`config.mk`:
```
export PLATFORM = sky130hd
export DESIGN_NAME = ble_beacon_advert_parser
export DESIGN_NICKNAME = d
export VERILOG_FILES = /design/src/rtl/bbap_pkg.sv /design/src/rtl/bbap_in_reg.sv /design/src/rtl/bbap_parse.sv /design/src/rtl/bbap_out_reg.sv /design/src/rtl/ble_beacon_advert_parser.sv
export SDC_FILE = /design/constraint.sdc
export NUM_CORES = 1
export LEC_CHECK = 0
export BUFFER_PORTS_ARGS = -buffer_cell sky130_fd_sc_hd__buf_2
export CAP_MARGIN = 20
export CORE_MARGIN = 5
export CORE_UTILIZATION = 32
export DETAILED_ROUTE_END_ITERATION = 8
export GPL_TIMING_DRIVEN = 0
export PLACE_DENSITY = 0.54
export SLEW_MARGIN = 20
export SYNTH_ARGS = -nofsm -noshare
export SYNTH_HDL_FRONTEND = slang
export SYNTH_SLANG_ARGS = --single-unit
```
`constraint.sdc`:
```
create_clock -name clk -period 11.83 [get_ports clk]
set_input_delay 1.183 -clock clk [delete_from_list [all_inputs] [get_ports clk]]
set_output_delay 1.183 -clock clk [all_outputs]
set_load 0.02 [all_outputs]
```
`src/rtl/bbap_pkg.sv`:
```
// Shared types and constants for the advertising beacon parser.
// No dependencies; used by every module of the block.
package bbap_pkg;

    localparam int OUT_ID_BYTES = 20;

    typedef enum logic [2:0] {
        KIND_NONE = 3'd0,
        KIND_APL  = 3'd1,
        KIND_ALT  = 3'd2,
        KIND_UID  = 3'd3,
        KIND_URL  = 3'd4,
        KIND_TLM  = 3'd5
    } kind_t;

    typedef enum logic [1:0] {
        PATH_DEAD = 2'd0,
        PATH_MFR  = 2'd1,
        PATH_SVC  = 2'd2
    } path_t;

    localparam logic [7:0] AD_TYPE_MFR   = 8'hff;
    localparam logic [7:0] AD_TYPE_SVC   = 8'h16;
    localparam logic [7:0] CO_APL_LO     = 8'h4c;
    localparam logic [7:0] APL_PFX_0     = 8'h02;
    localparam logic [7:0] APL_PFX_1     = 8'h15;
    localparam logic [7:0] ALT_PFX_0     = 8'hbe;
    localparam logic [7:0] ALT_PFX_1     = 8'hac;
    localparam logic [7:0] SVC_UUID_LO   = 8'haa;
    localparam logic [7:0] SVC_UUID_HI   = 8'hfe;
    localparam logic [7:0] FRAME_UID     = 8'h00;
    localparam logic [7:0] FRAME_URL     = 8'h10;
    localparam logic [7:0] FRAME_TLM     = 8'h20;

    localparam logic [7:0] NEED_APL = 8'd26;
    localparam logic [7:0] NEED_ALT = 8'd27;
    localparam logic [7:0] NEED_UID = 8'd21;
    localparam logic [7:0] NEED_URL = 8'd6;
    localparam logic [7:0] NEED_TLM = 8'd17;

    typedef struct packed {
        logic [7:0] data;
        logic       last;
    } item_t;

    typedef struct packed {
        kind_t              frame_kind;
        logic [63:0]        id_word_a;
        logic [63:0]        id_word_b;
        logic [31:0]        id_word_c;
        logic [4:0]         id_length;
        logic [15:0]        word_one;
        logic [15:0]        word_two;
        logic signed [7:0]  power_level;
        logic [7:0]         aux_byte;
        logic [31:0]        packet_count;
        logic [31:0]        uptime_count;
    } result_t;

endpackage

```
`src/rtl/bbap_in_reg.sv`:
```
// Input register of the beacon parser: holds one byte request until the
// parse stage takes it. Depends on bbap_pkg.
module bbap_in_reg
(
    input  logic             clk,
    input  logic             rst_n,
    input  logic             in_valid,
    output logic             in_stall,
    input  logic [7:0]       data_byte,
    input  logic             last_byte,
    input  logic             advance,
    output logic             item_valid,
    output bbap_pkg::item_t  item
);

    logic            valid_reg;
    bbap_pkg::item_t item_reg;

    assign in_stall   = valid_reg && !advance;
    assign item_valid = valid_reg;
    assign item       = item_reg;

    always_ff @(posedge clk or negedge rst_n)
    begin
        if (!rst_n)
        begin
            valid_reg <= 1'b0;
        end
        else if (!in_stall)
        begin
            valid_reg <= in_valid;
        end
    end

    always_ff @(posedge clk)
    begin
        if (!in_stall && in_valid)
        begin
            item_reg.data <= data_byte;
            item_reg.last <= last_byte;
        end
    end

endmodule

```
`src/rtl/bbap_parse.sv`:
```
// Parse stage: walks length-type structures, matches the beacon formats and
// captures their fields; builds the result for the last byte. Uses bbap_pkg.
module bbap_parse
#(
    parameter int ID_BYTES = 20
)
(
    input  logic               clk,
    input  logic               rst_n,
    input  logic               advance,
    input  bbap_pkg::item_t    item,
    output bbap_pkg::result_t  result
);

    localparam int CNT_W = $clog2(ID_BYTES + 1);
    localparam int IDX_W = $clog2(ID_BYTES);
    localparam logic [7:0] ID_BYTES8 = 8'(ID_BYTES);

    logic [7:0]          offset_reg, length_reg;
    bbap_pkg::kind_t     kind_reg;
    logic                done_reg;
    logic [CNT_W-1:0]    count_reg;
    logic [15:0]         w1_reg, w2_reg;
    logic [7:0]          power_reg, aux_reg, prefix_reg;
    logic [31:0]         pkts_reg, up_reg;
    bbap_pkg::path_t     path_reg;
    logic [7:0]          store_reg [ID_BYTES];

    logic [7:0]          offset_next, length_next;
    bbap_pkg::kind_t     kind_next;
    logic                done_next;
    logic [CNT_W-1:0]    count_next;
    logic [15:0]         w1_next, w2_next;
    logic [7:0]          power_next, aux_next, prefix_next;
    logic [31:0]         pkts_next, up_next;
    bbap_pkg::path_t     path_next;

    logic                wr_en, wr_ok;
    logic [7:0]          wr_idx, url_len, b, o;
    logic [7:0]          idv [bbap_pkg::OUT_ID_BYTES];
    logic [8*bbap_pkg::OUT_ID_BYTES-1:0] id_flat;
    bbap_pkg::kind_t     k;

    assign b     = item.data;
    assign o     = offset_reg;
    assign wr_ok = wr_en && (wr_idx < ID_BYTES8);
    assign url_len = length_reg - bbap_pkg::NEED_URL;

    always_comb
    begin
        offset_next = offset_reg;
        length_next = length_reg;
        kind_next   = kind_reg;
        done_next   = done_reg;
        count_next  = count_reg;
        w1_next     = w1_reg;
        w2_next     = w2_reg;
        power_next  = power_reg;
        aux_next    = aux_reg;
        prefix_next = prefix_reg;
        pkts_next   = pkts_reg;
        up_next     = up_reg;
        path_next   = path_reg;
        wr_en       = 1'b0;
        wr_idx      = o - 8'd6;

        if (offset_reg == 8'd0)
        begin
            length_next = b;
            if (b != 8'd0)
            begin
                offset_next = 8'd1;
            end
        end
        else
        begin
            if (kind_reg == bbap_pkg::KIND_NONE)
            begin
                if (o == 8'd1)
                begin
                    if (b == bbap_pkg::AD_TYPE_MFR)
                        path_next = bbap_pkg::PATH_MFR;
                    else if (b == bbap_pkg::AD_TYPE_SVC)
                        path_next = bbap_pkg::PATH_SVC;
                    else
                        path_next = bbap_pkg::PATH_DEAD;
                end
                else if (path_reg == bbap_pkg::PATH_MFR)
                begin
                    if (o == 8'd2)
                        w1_next = {8'h00, b};
                    else if (o == 8'd3)
                        w1_next = w1_reg | {b, 8'h00};
                    else if (o == 8'd4)
                        prefix_next = b;
                    else if (o == 8'd5)
                    begin
                        if (w1_reg == {8'h00, bbap_pkg::CO_APL_LO}
                            && prefix_reg == bbap_pkg::APL_PFX_0
                            && b == bbap_pkg::APL_PFX_1)
                        begin
                            if (length_reg >= bbap_pkg::NEED_APL)
                            begin
                                kind_next  = bbap_pkg::KIND_APL;
                                count_next = CNT_W'(16);
                            end
                        end
                        else if (prefix_reg == bbap_pkg::ALT_PFX_0
                                 && b == bbap_pkg::ALT_PFX_1)
                        begin
                            if (length_reg >= bbap_pkg::NEED_ALT)
                            begin
                                kind_next  = bbap_pkg::KIND_ALT;
                                count_next = CNT_W'(20);
                            end
                        end
                        path_next = bbap_pkg::PATH_DEAD;
                    end
                end
                else if (path_reg == bbap_pkg::PATH_SVC)
                begin
                    if (o == 8'd2)
                    begin
                        if (b != bbap_pkg::SVC_UUID_LO)
                            path_next = bbap_pkg::PATH_DEAD;
                    end
                    else if (o == 8'd3)
                    begin
                        if (b != bbap_pkg::SVC_UUID_HI)
                            path_next = bbap_pkg::PATH_DEAD;
                    end
                    else if (o == 8'd4)
                    begin
                        if (b == bbap_pkg::FRAME_UID && length_reg >= bbap_pkg::NEED_UID)
                        begin
                            kind_next  = bbap_pkg::KIND_UID;
                            count_next = CNT_W'(16);
                        end
                        else if (b == bbap_pkg::FRAME_URL
                                 && length_reg >= bbap_pkg::NEED_URL)
                        begin
                            kind_next  = bbap_pkg::KIND_URL;
                            count_next = (url_len > ID_BYTES8) ? CNT_W'(ID_BYTES)
                                                               : CNT_W'(url_len);
                        end
                        else if (b == bbap_pkg::FRAME_TLM
                                 && length_reg >= bbap_pkg::NEED_TLM)
                        begin
                            kind_next  = bbap_pkg::KIND_TLM;
                            count_next = '0;
                        end
                        path_next = bbap_pkg::PATH_DEAD;
                    end
                end
            end
            else if (!done_reg)
            begin
                case (kind_reg)
                    bbap_pkg::KIND_APL:
                    begin
                        if (o inside {[8'd6:8'd21]})
                            wr_en = 1'b1;
                        else if (o == 8'd22)
                            w1_next = {b, 8'h00};
                        else if (o == 8'd23)
                            w1_next = w1_reg | {8'h00, b};
                        else if (o == 8'd24)
                            w2_next = {b, 8'h00};
                        else if (o == 8'd25)
                            w2_next = w2_reg | {8'h00, b};
                        else if (o == 8'd26)
                        begin
                            power_next = b;
                            done_next  = 1'b1;
                        end
                    end
                    bbap_pkg::KIND_ALT:
                    begin
                        if (o inside {[8'd6:8'd25]})
                            wr_en = 1'b1;
                        else if (o == 8'd26)
                            power_next = b;
                        else if (o == 8'd27)
                        begin
                            aux_next  = b;
                            done_next = 1'b1;
                        end
                    end
                    bbap_pkg::KIND_UID:
                    begin
                        if (o == 8'd5)
                            power_next = b;
                        else if (o inside {[8'd6:8'd21]})
                        begin
                            wr_en = 1'b1;
                            if (o == 8'd21)
                                done_next = 1'b1;
                        end
                    end
                    bbap_pkg::KIND_URL:
                    begin
                        if (o == 8'd5)
                            power_next = b;
                        else if (o == 8'd6)
                        begin
                            aux_next = b;
                            if (count_reg == '0)
                                done_next = 1'b1;
                        end
                        else if (o >= 8'd7)
                        begin
                            wr_en  = 1'b1;
                            wr_idx = o - 8'd7;
                            if ((o - 8'd6) >= 8'(count_reg))
                                done_next = 1'b1;
                        end
                    end
                    bbap_pkg::KIND_TLM:
                    begin
                        if (o == 8'd5)
                            aux_next = b;
                        else if (o inside {[8'd6:8'd7]})
                            w1_next = {w1_reg[7:0], b};
                        else if (o inside {[8'd8:8'd9]})
                            w2_next = {w2_reg[7:0], b};
                        else if (o inside {[8'd10:8'd13]})
                            pkts_next = {pkts_reg[23:0], b};
                        else if (o inside {[8'd14:8'd17]})
                        begin
                            up_next = {up_reg[23:0], b};
                            if (o == 8'd17)
                                done_next = 1'b1;
                        end
                    end
                    default:
                    begin
                    end
                endcase
            end

            if (o >= length_reg)
                offset_next = 8'd0;
            else
                offset_next = o + 8'd1;
        end
    end

    for (genvar gi = 0; gi < bbap_pkg::OUT_ID_BYTES; gi++)
    begin : g_idv
        if (gi < ID_BYTES)
        begin : g_store
            assign idv[gi] = (wr_ok && wr_idx == 8'(gi)) ? b : store_reg[gi];
        end
        else
        begin : g_zero
            assign idv[gi] = 8'h00;
        end
    end

    always_comb
    begin
        k = done_next ? kind_next : bbap_pkg::KIND_NONE;
        for (int i = 0; i < bbap_pkg::OUT_ID_BYTES; i++)
        begin
            id_flat[8*(bbap_pkg::OUT_ID_BYTES-1-i) +: 8] =
                (CNT_W'(i) < count_next) ? idv[i] : 8'h00;
        end

        result = '0;
        result.frame_kind = k;
        if (k inside {bbap_pkg::KIND_APL, bbap_pkg::KIND_ALT, bbap_pkg::KIND_UID,
                      bbap_pkg::KIND_URL})
        begin
            result.id_word_a   = id_flat[159:96];
            result.id_word_b   = id_flat[95:32];
            result.id_word_c   = id_flat[31:0];
            result.id_length   = 5'(count_next);
            result.power_level = power_next;
        end
        if (k inside {bbap_pkg::KIND_APL, bbap_pkg::KIND_ALT, bbap_pkg::KIND_TLM})
            result.word_one = w1_next;
        if (k inside {bbap_pkg::KIND_APL, bbap_pkg::KIND_TLM})
            result.word_two = w2_next;
        if (k inside {bbap_pkg::KIND_ALT, bbap_pkg::KIND_URL, bbap_pkg::KIND_TLM})
            result.aux_byte = aux_next;
        if (k == bbap_pkg::KIND_TLM)
        begin
            result.packet_count = pkts_next;
            result.uptime_count = up_next;
        end
    end

    always_ff @(posedge clk or negedge rst_n)
    begin
        if (!rst_n)
        begin
            offset_reg <= '0;
            length_reg <= '0;
            kind_reg   <= bbap_pkg::KIND_NONE;
            done_reg   <= 1'b0;
            count_reg  <= '0;
            w1_reg     <= '0;
            w2_reg     <= '0;
            power_reg  <= '0;
            aux_reg    <= '0;
            prefix_reg <= '0;
            pkts_reg   <= '0;
            up_reg     <= '0;
            path_reg   <= bbap_pkg::PATH_DEAD;
        end
        else if (advance)
        begin
            if (item.last)
            begin
                offset_reg <= '0;
                length_reg <= '0;
                kind_reg   <= bbap_pkg::KIND_NONE;
                done_reg   <= 1'b0;
                count_reg  <= '0;
                w1_reg     <= '0;
                w2_reg     <= '0;
                power_reg  <= '0;
                aux_reg    <= '0;
                prefix_reg <= '0;
                pkts_reg   <= '0;
                up_reg     <= '0;
                path_reg   <= bbap_pkg::PATH_DEAD;
            end
            else
            begin
                offset_reg <= offset_next;
                length_reg <= length_next;
                kind_reg   <= kind_next;
                done_reg   <= done_next;
                count_reg  <= count_next;
                w1_reg     <= w1_next;
                w2_reg     <= w2_next;
                power_reg  <= power_next;
                aux_reg    <= aux_next;
                prefix_reg <= prefix_next;
                pkts_reg   <= pkts_next;
                up_reg     <= up_next;
                path_reg   <= path_next;
            end
        end
    end

    // id bytes past the valid count are masked on output, so no clear needed
    always_ff @(posedge clk)
    begin
        if (advance && wr_ok)
        begin
            store_reg[wr_idx[IDX_W-1:0]] <= b;
        end
    end

    a_clear_after_last: assert property (@(posedge clk) disable iff (!rst_n)
        advance && item.last |=> offset_reg == 8'd0 && kind_reg == bbap_pkg::KIND_NONE
                                 && !done_reg)
        else $error("parser state not cleared after last byte");

    a_done_needs_kind: assert property (@(posedge clk) disable iff (!rst_n)
        done_reg |-> kind_reg != bbap_pkg::KIND_NONE)
        else $error("capture complete without a matched format");

    a_count_bound: assert property (@(posedge clk) disable iff (!rst_n)
        kind_reg == bbap_pkg::KIND_URL |-> count_reg <= CNT_W'(ID_BYTES))
        else $error("url body count above store depth");

endmodule

```
`src/rtl/bbap_out_reg.sv`:
```
// Result register of the beacon parser: holds one result request until the
// downstream side takes it. Depends on bbap_pkg.
module bbap_out_reg
(
    input  logic               clk,
    input  logic               rst_n,
    input  logic               load,
    input  bbap_pkg::result_t  res_in,
    input  logic               out_stall,
    output logic               out_valid,
    output bbap_pkg::result_t  res_out
);

    logic              valid_reg;
    bbap_pkg::result_t res_reg;

    assign out_valid = valid_reg;
    assign res_out   = res_reg;

    always_ff @(posedge clk or negedge rst_n)
    begin
        if (!rst_n)
        begin
            valid_reg <= 1'b0;
        end
        else if (load)
        begin
            valid_reg <= 1'b1;
        end
        else if (!out_stall)
        begin
            valid_reg <= 1'b0;
        end
    end

    always_ff @(posedge clk)
    begin
        if (load)
        begin
            res_reg <= res_in;
        end
    end

endmodule

```
`src/rtl/ble_beacon_advert_parser.sv`:
```
// Advertising beacon parser: takes one payload byte per cycle unless in_stall
// is high; each byte flagged last gives one result in the result register.
// The input stalls only while a last byte sits in the input register and the
// result register still holds an untaken result. Uses bbap_pkg and submodules.
module ble_beacon_advert_parser
#(
    parameter int ID_BYTES = 20
)
(
    input  logic               clk,
    input  logic               rst_n,
    input  logic               in_valid,
    output logic               in_stall,
    input  logic [7:0]         data_byte,
    input  logic               last_byte,
    output logic               out_valid,
    input  logic               out_stall,
    output logic [2:0]         frame_kind,
    output logic [63:0]        id_word_a,
    output logic [63:0]        id_word_b,
    output logic [31:0]        id_word_c,
    output logic [4:0]         id_length,
    output logic [15:0]        word_one,
    output logic [15:0]        word_two,
    output logic signed [7:0]  power_level,
    output logic [7:0]         aux_byte,
    output logic [31:0]        packet_count,
    output logic [31:0]        uptime_count
);

    logic              item_valid, advance;
    bbap_pkg::item_t   item;
    bbap_pkg::result_t res_next, res;

    assign advance = item_valid && (!item.last || !out_valid || !out_stall);

    bbap_in_reg u_in
    (
        .clk        (clk),
        .rst_n      (rst_n),
        .in_valid   (in_valid),
        .in_stall   (in_stall),
        .data_byte  (data_byte),
        .last_byte  (last_byte),
        .advance    (advance),
        .item_valid (item_valid),
        .item       (item)
    );

    bbap_parse #(.ID_BYTES(ID_BYTES)) u_parse
    (
        .clk     (clk),
        .rst_n   (rst_n),
        .advance (advance),
        .item    (item),
        .result  (res_next)
    );

    bbap_out_reg u_out
    (
        .clk       (clk),
        .rst_n     (rst_n),
        .load      (advance && item.last),
        .res_in    (res_next),
        .out_stall (out_stall),
        .out_valid (out_valid),
        .res_out   (res)
    );

    assign frame_kind   = 3'(res.frame_kind);
    assign id_word_a    = res.id_word_a;
    assign id_word_b    = res.id_word_b;
    assign id_word_c    = res.id_word_c;
    assign id_length    = res.id_length;
    assign word_one     = res.word_one;
    assign word_two     = res.word_two;
    assign power_level  = res.power_level;
    assign aux_byte     = res.aux_byte;
    assign packet_count = res.packet_count;
    assign uptime_count = res.uptime_count;

    a_none_is_zero: assert property (@(posedge clk) disable iff (!rst_n)
        out_valid && frame_kind == 3'(bbap_pkg::KIND_NONE) |->
            id_word_a == '0 && id_length == '0 && word_one == '0 && packet_count == '0)
        else $error("empty result carries field data");

    a_tlm_fields: assert property (@(posedge clk) disable iff (!rst_n)
        out_valid && frame_kind == 3'(bbap_pkg::KIND_TLM) |->
            id_length == '0 && power_level == '0 && id_word_a == '0)
        else $error("telemetry result carries id data");

    a_stall_only_when_held: assert property (@(posedge clk) disable iff (!rst_n)
        in_stall |-> item_valid && item.last && out_valid)
        else $error("input stalled without a pending last byte");

endmodule

```
==> results summary <==
The run finished with clean final reports. The number of synthesized flops with an enable pin is ~450. The hold path depth is 2. The endpoint of the worst register-to-register path is u_parse.store_reg[15][6].

After clock tree synthesis, the clock-pin slew on the worst setup and hold paths is 0.06 ns. Counting flops with an async set or reset pin after synthesis yields a share of between 20% and 30%. The biggest area contributor in the post-synthesis netlist is edfxtp_1. For the pin with the worst max-slew slack, the measured transition is 1.18 ns. The arrival time of the worst setup path came out at between 5 and 6 ns. The final count of hold timing violations is 0.

For hold timing, the worst endpoint is u_parse.pkts_reg[31]. The overall fraction of global-route tracks in use is between 10% and 20%. The total setup violations reported at the end of the flow is 0.

The routed layout has between 20000 and 25000 vias. From left edge to right edge, the die measures roughly 300 um. The power per unit of standard cell area came out at 173 nW/um^2. The total global routing overflow is 0. The number of buffers inserted by hold repair at cts came out at 0. After synthesis the cells add up to about 28000 sq um. The total nets after synthesis came out at 2405. The start point of the worst min-delay path is u_parse.pkts_reg[31]. The initial antenna violation count is 5. The maximum root-to-sink buffer count is 3. Sequential elements use between 60 and 70% of the synthesized area. The root buffer cell chosen for the clock tree is clkbuf_16. The initial DRC count came out at between 1500 and 2000. In the post-synthesis netlist, the biggest area contributors are edfxtp_1 (49%), dfrtp_1 (13%), mux2i_1 (6.6%). The area of the die came out at slightly above 90000 sq um.

The via count of the first global-routing pass came to 20600. The total clock sinks came out at roughly 600. The placement-stage cell area came out at just over 30000 sq um. VDD sags by at most between 0.09 and 0.1 mV. The post-detailed-route wirelength per cell is 24.1 um. In this run, synthesis produced a sequential element count of ~600. At the end of routability-driven placement, the weighted congestion stood at between 0.8 and 0.9. In this run the register-to-register setup slack is ~6.7 ns.

Synthesis handed over a netlist of between 2000 and 2500 instances. In the layout the commonest cells are edfxtp_1 (449), nor2_1 (311), buf_2 (307). The detailed-routing iteration count for the pre-antenna-repair pass came out at 6. The path depth of the worst reg2reg path came out at 11. The most frequently used flop master after synthesis is edfxtp_1. The clock arrives with 0.0280 ns of skew. The yosys synthesis warning count is 0.

The wire length after detailed routing is roughly 95000 um. The post-cts resize count came out at 0. The number of buffers inserted during clock tree synthesis is 68. The floorplan step defined a core boundary enclosing ~86000 sq um. The number of buffers added on ports is 294. The number of flip-flops in the largest register came out at 280. The total number of nets in the final design came out at roughly 2800. The placed wire-length estimate after detailed placement came out at 69200 um.

The overall power after layout came out at about 5.8 mW. The top-level port count came out at about 300. The area growth from synthesis to layout is 19.8%. The min-delay analysis places its worst path in the category register to register.

For this run, design rule violations remaining after detail routing come to 0. The final period demand of the worst path is about 5 ns. The max-cap check violation count is 0.

The netlist uses 88 different library cells. The utilization after layout is 38.5%. In the routed layout, each cell is associated on average with a via count of 5.24. Row generation in the floorplan step produced about 110 rows.

The die boundary height came out at slightly above 300 um. The maximum fanout along the worst path is 13. The TritonCTS clock tree is done. The initial standard-cell utilization of the core came out at between 30% and 40%.

The worst setup path is launched from a register. The number of nets still failing antenna checks after routing is 0. The critical path class is register to register.

Cells with a size suffix above 1 make up between 10% and 20% of the layout. The startpoint identified for the worst register-to-register timing path is u_parse.o[1]. The worst-skew pair later-pin latency came out at around 0.62 ns. Based on the critical path, the design can be clocked at up to just under 200 MHz. The first-pass GRT wire length is 139000 um. Summed over all failing endpoints, the final setup total negative slack is 0 ns. The finished cells cover roughly 33000 sq um.

The number of buffers inserted by post-CTS setup repair came out at 0. In this run the biggest area consumer among cell types represents about 49% of the synthesized area. The total number of H-tree levels is 3. Setup repair after global routing left no endpoint under its margin.

The part of the cycle the worst path needs is approximately 43%. The most common cell after layout, fill and taps aside is edfxtp_1. The per-instance average area after synthesis came out at around 12 sq um.

STA classifies the critical path endpoint as a register. The leakage power of the design came out at 12.1 nW. The largest net degree at the start of global routing is between 100 and 150.

The normalized max-slew margin came out at a little over a fifth. The count of pins over their slew limit is 0. The data required time of the critical path came out at between 10 and 15 ns. The total of fill cells in the finished design is between 8000 and 9000.
[worst max-delay path by stage]
stage	startpoint	end	slack, ns
finish	u_parse.o[1]	u_parse.store_reg[15][6]	6.73
global route	u_in.item[8]	u_out.res_out[178]	6.59
CTS	u_parse.o[1]	u_parse.store_reg[15][6]	6.87
detailed placement	u_parse.o[1]	u_parse.store_reg[15][6]	6.94
global placement	u_in.item[0]	u_out.res_out[215]	1.24
floorplan	out_stall	u_out.res_out[0]	4.25
[worst max-delay path, cell delays in order (launching register included)]
cell and delay, ns:
dfrtp_1 0.55, inv_1 0.26, ha_1 0.40, clkbuf_1 0.63, nor2_1 0.10, nor2_1 0.36
o211ai_1 0.18, o21ai_0 0.38, o211ai_4 0.28, buf_6 0.28, or3_1 0.46, nor2_1 0.79
[area by class of cell]
class / instances / area [sq um] / share of cell area, %
antenna: 2 / 5.00 / 0.0151
buffer: 146 / 657 / 1.98
clock buffer: 86 / 1880 / 5.66
clock inverter: 34 / 363 / 1.09
inverter: 37 / 146 / 0.441
multi-input combinational: 1587 / 9720 / 29.3
sequential: 598 / 17200 / 51.8
tap: 1155 / 1450 / 4.35
timing repair buffer: 309 / 1790 / 5.38
[cell families (layout without fill, tap and decap cells)]
family	Yosys count	count (layout)	synth area share, %
and+or+nand+nor	847	847	15.0
DFF	598	598	62.1
AOI/OAI and AO/OA	515	515	11.7
muxes	192	192	6.98
buffers and inverters	183	612	2.85
adders and majority gates	24	24	1.08
xor gates and xnor gates	9	9	0.311
other	0	2	0
[synth_stat cells, types with 29 or more instances]
cell	instances
clkbuf_1	118
edfxtp_1	449
inv_1	36
a21oi_1	155
o21ai_0	137
nor2b_1	30
dfrtp_1	149
nand2_1	306
mux2i_1	183
a21boi_0	65
nor2_1	311
nand3_1	29
[report_power, final]
| group | internal [mW] | leakage, nW | switching (mW) | total, mW |
|---|---|---|---|---|
| logic | 0.326 | 4.74 | 0.762 | 1.09 |
| clock network | 1.23 | 1.09 | 0.891 | 2.12 |
| registers | 2.41 | 6.29 | 0.148 | 2.55 |
| total | 3.96 | 12.1 | 1.80 | 5.76 |
[stage by stage]
step / worst slack (ns) / hold slack (ns) / instances
2_1_floorplan: 4.25 / 0.442 / 2368
3_3_place_gp: 1.24 / 0.454 / 3817
3_5_place_dp: 6.94 / 0.468 / 3832
4_1_cts: 6.87 / 0.484 / 3952
5_1_grt: 6.59 / 0.503 / 3952
6_report: 6.73 / 0.483 / 3954
[layer usage]
| layer | GRT usage [%] | wire length (um) | vias up | part of all wire (%) |
|---|---|---|---|---|
| met4 | 5.63 | 2420 | 2 | 2.5 |
| li1 | - | - | 9402 | - |
| met5 | 0 | 13 | - | 0.014 |
| met1 | 26.8 | 41100 | 10400 | 43 |
| met3 | 3.44 | 6060 | 127 | 6.3 |
| met2 | 32.9 | 45900 | 767 | 48 |
No activity file was read; power rests on OpenSTA's default activity.
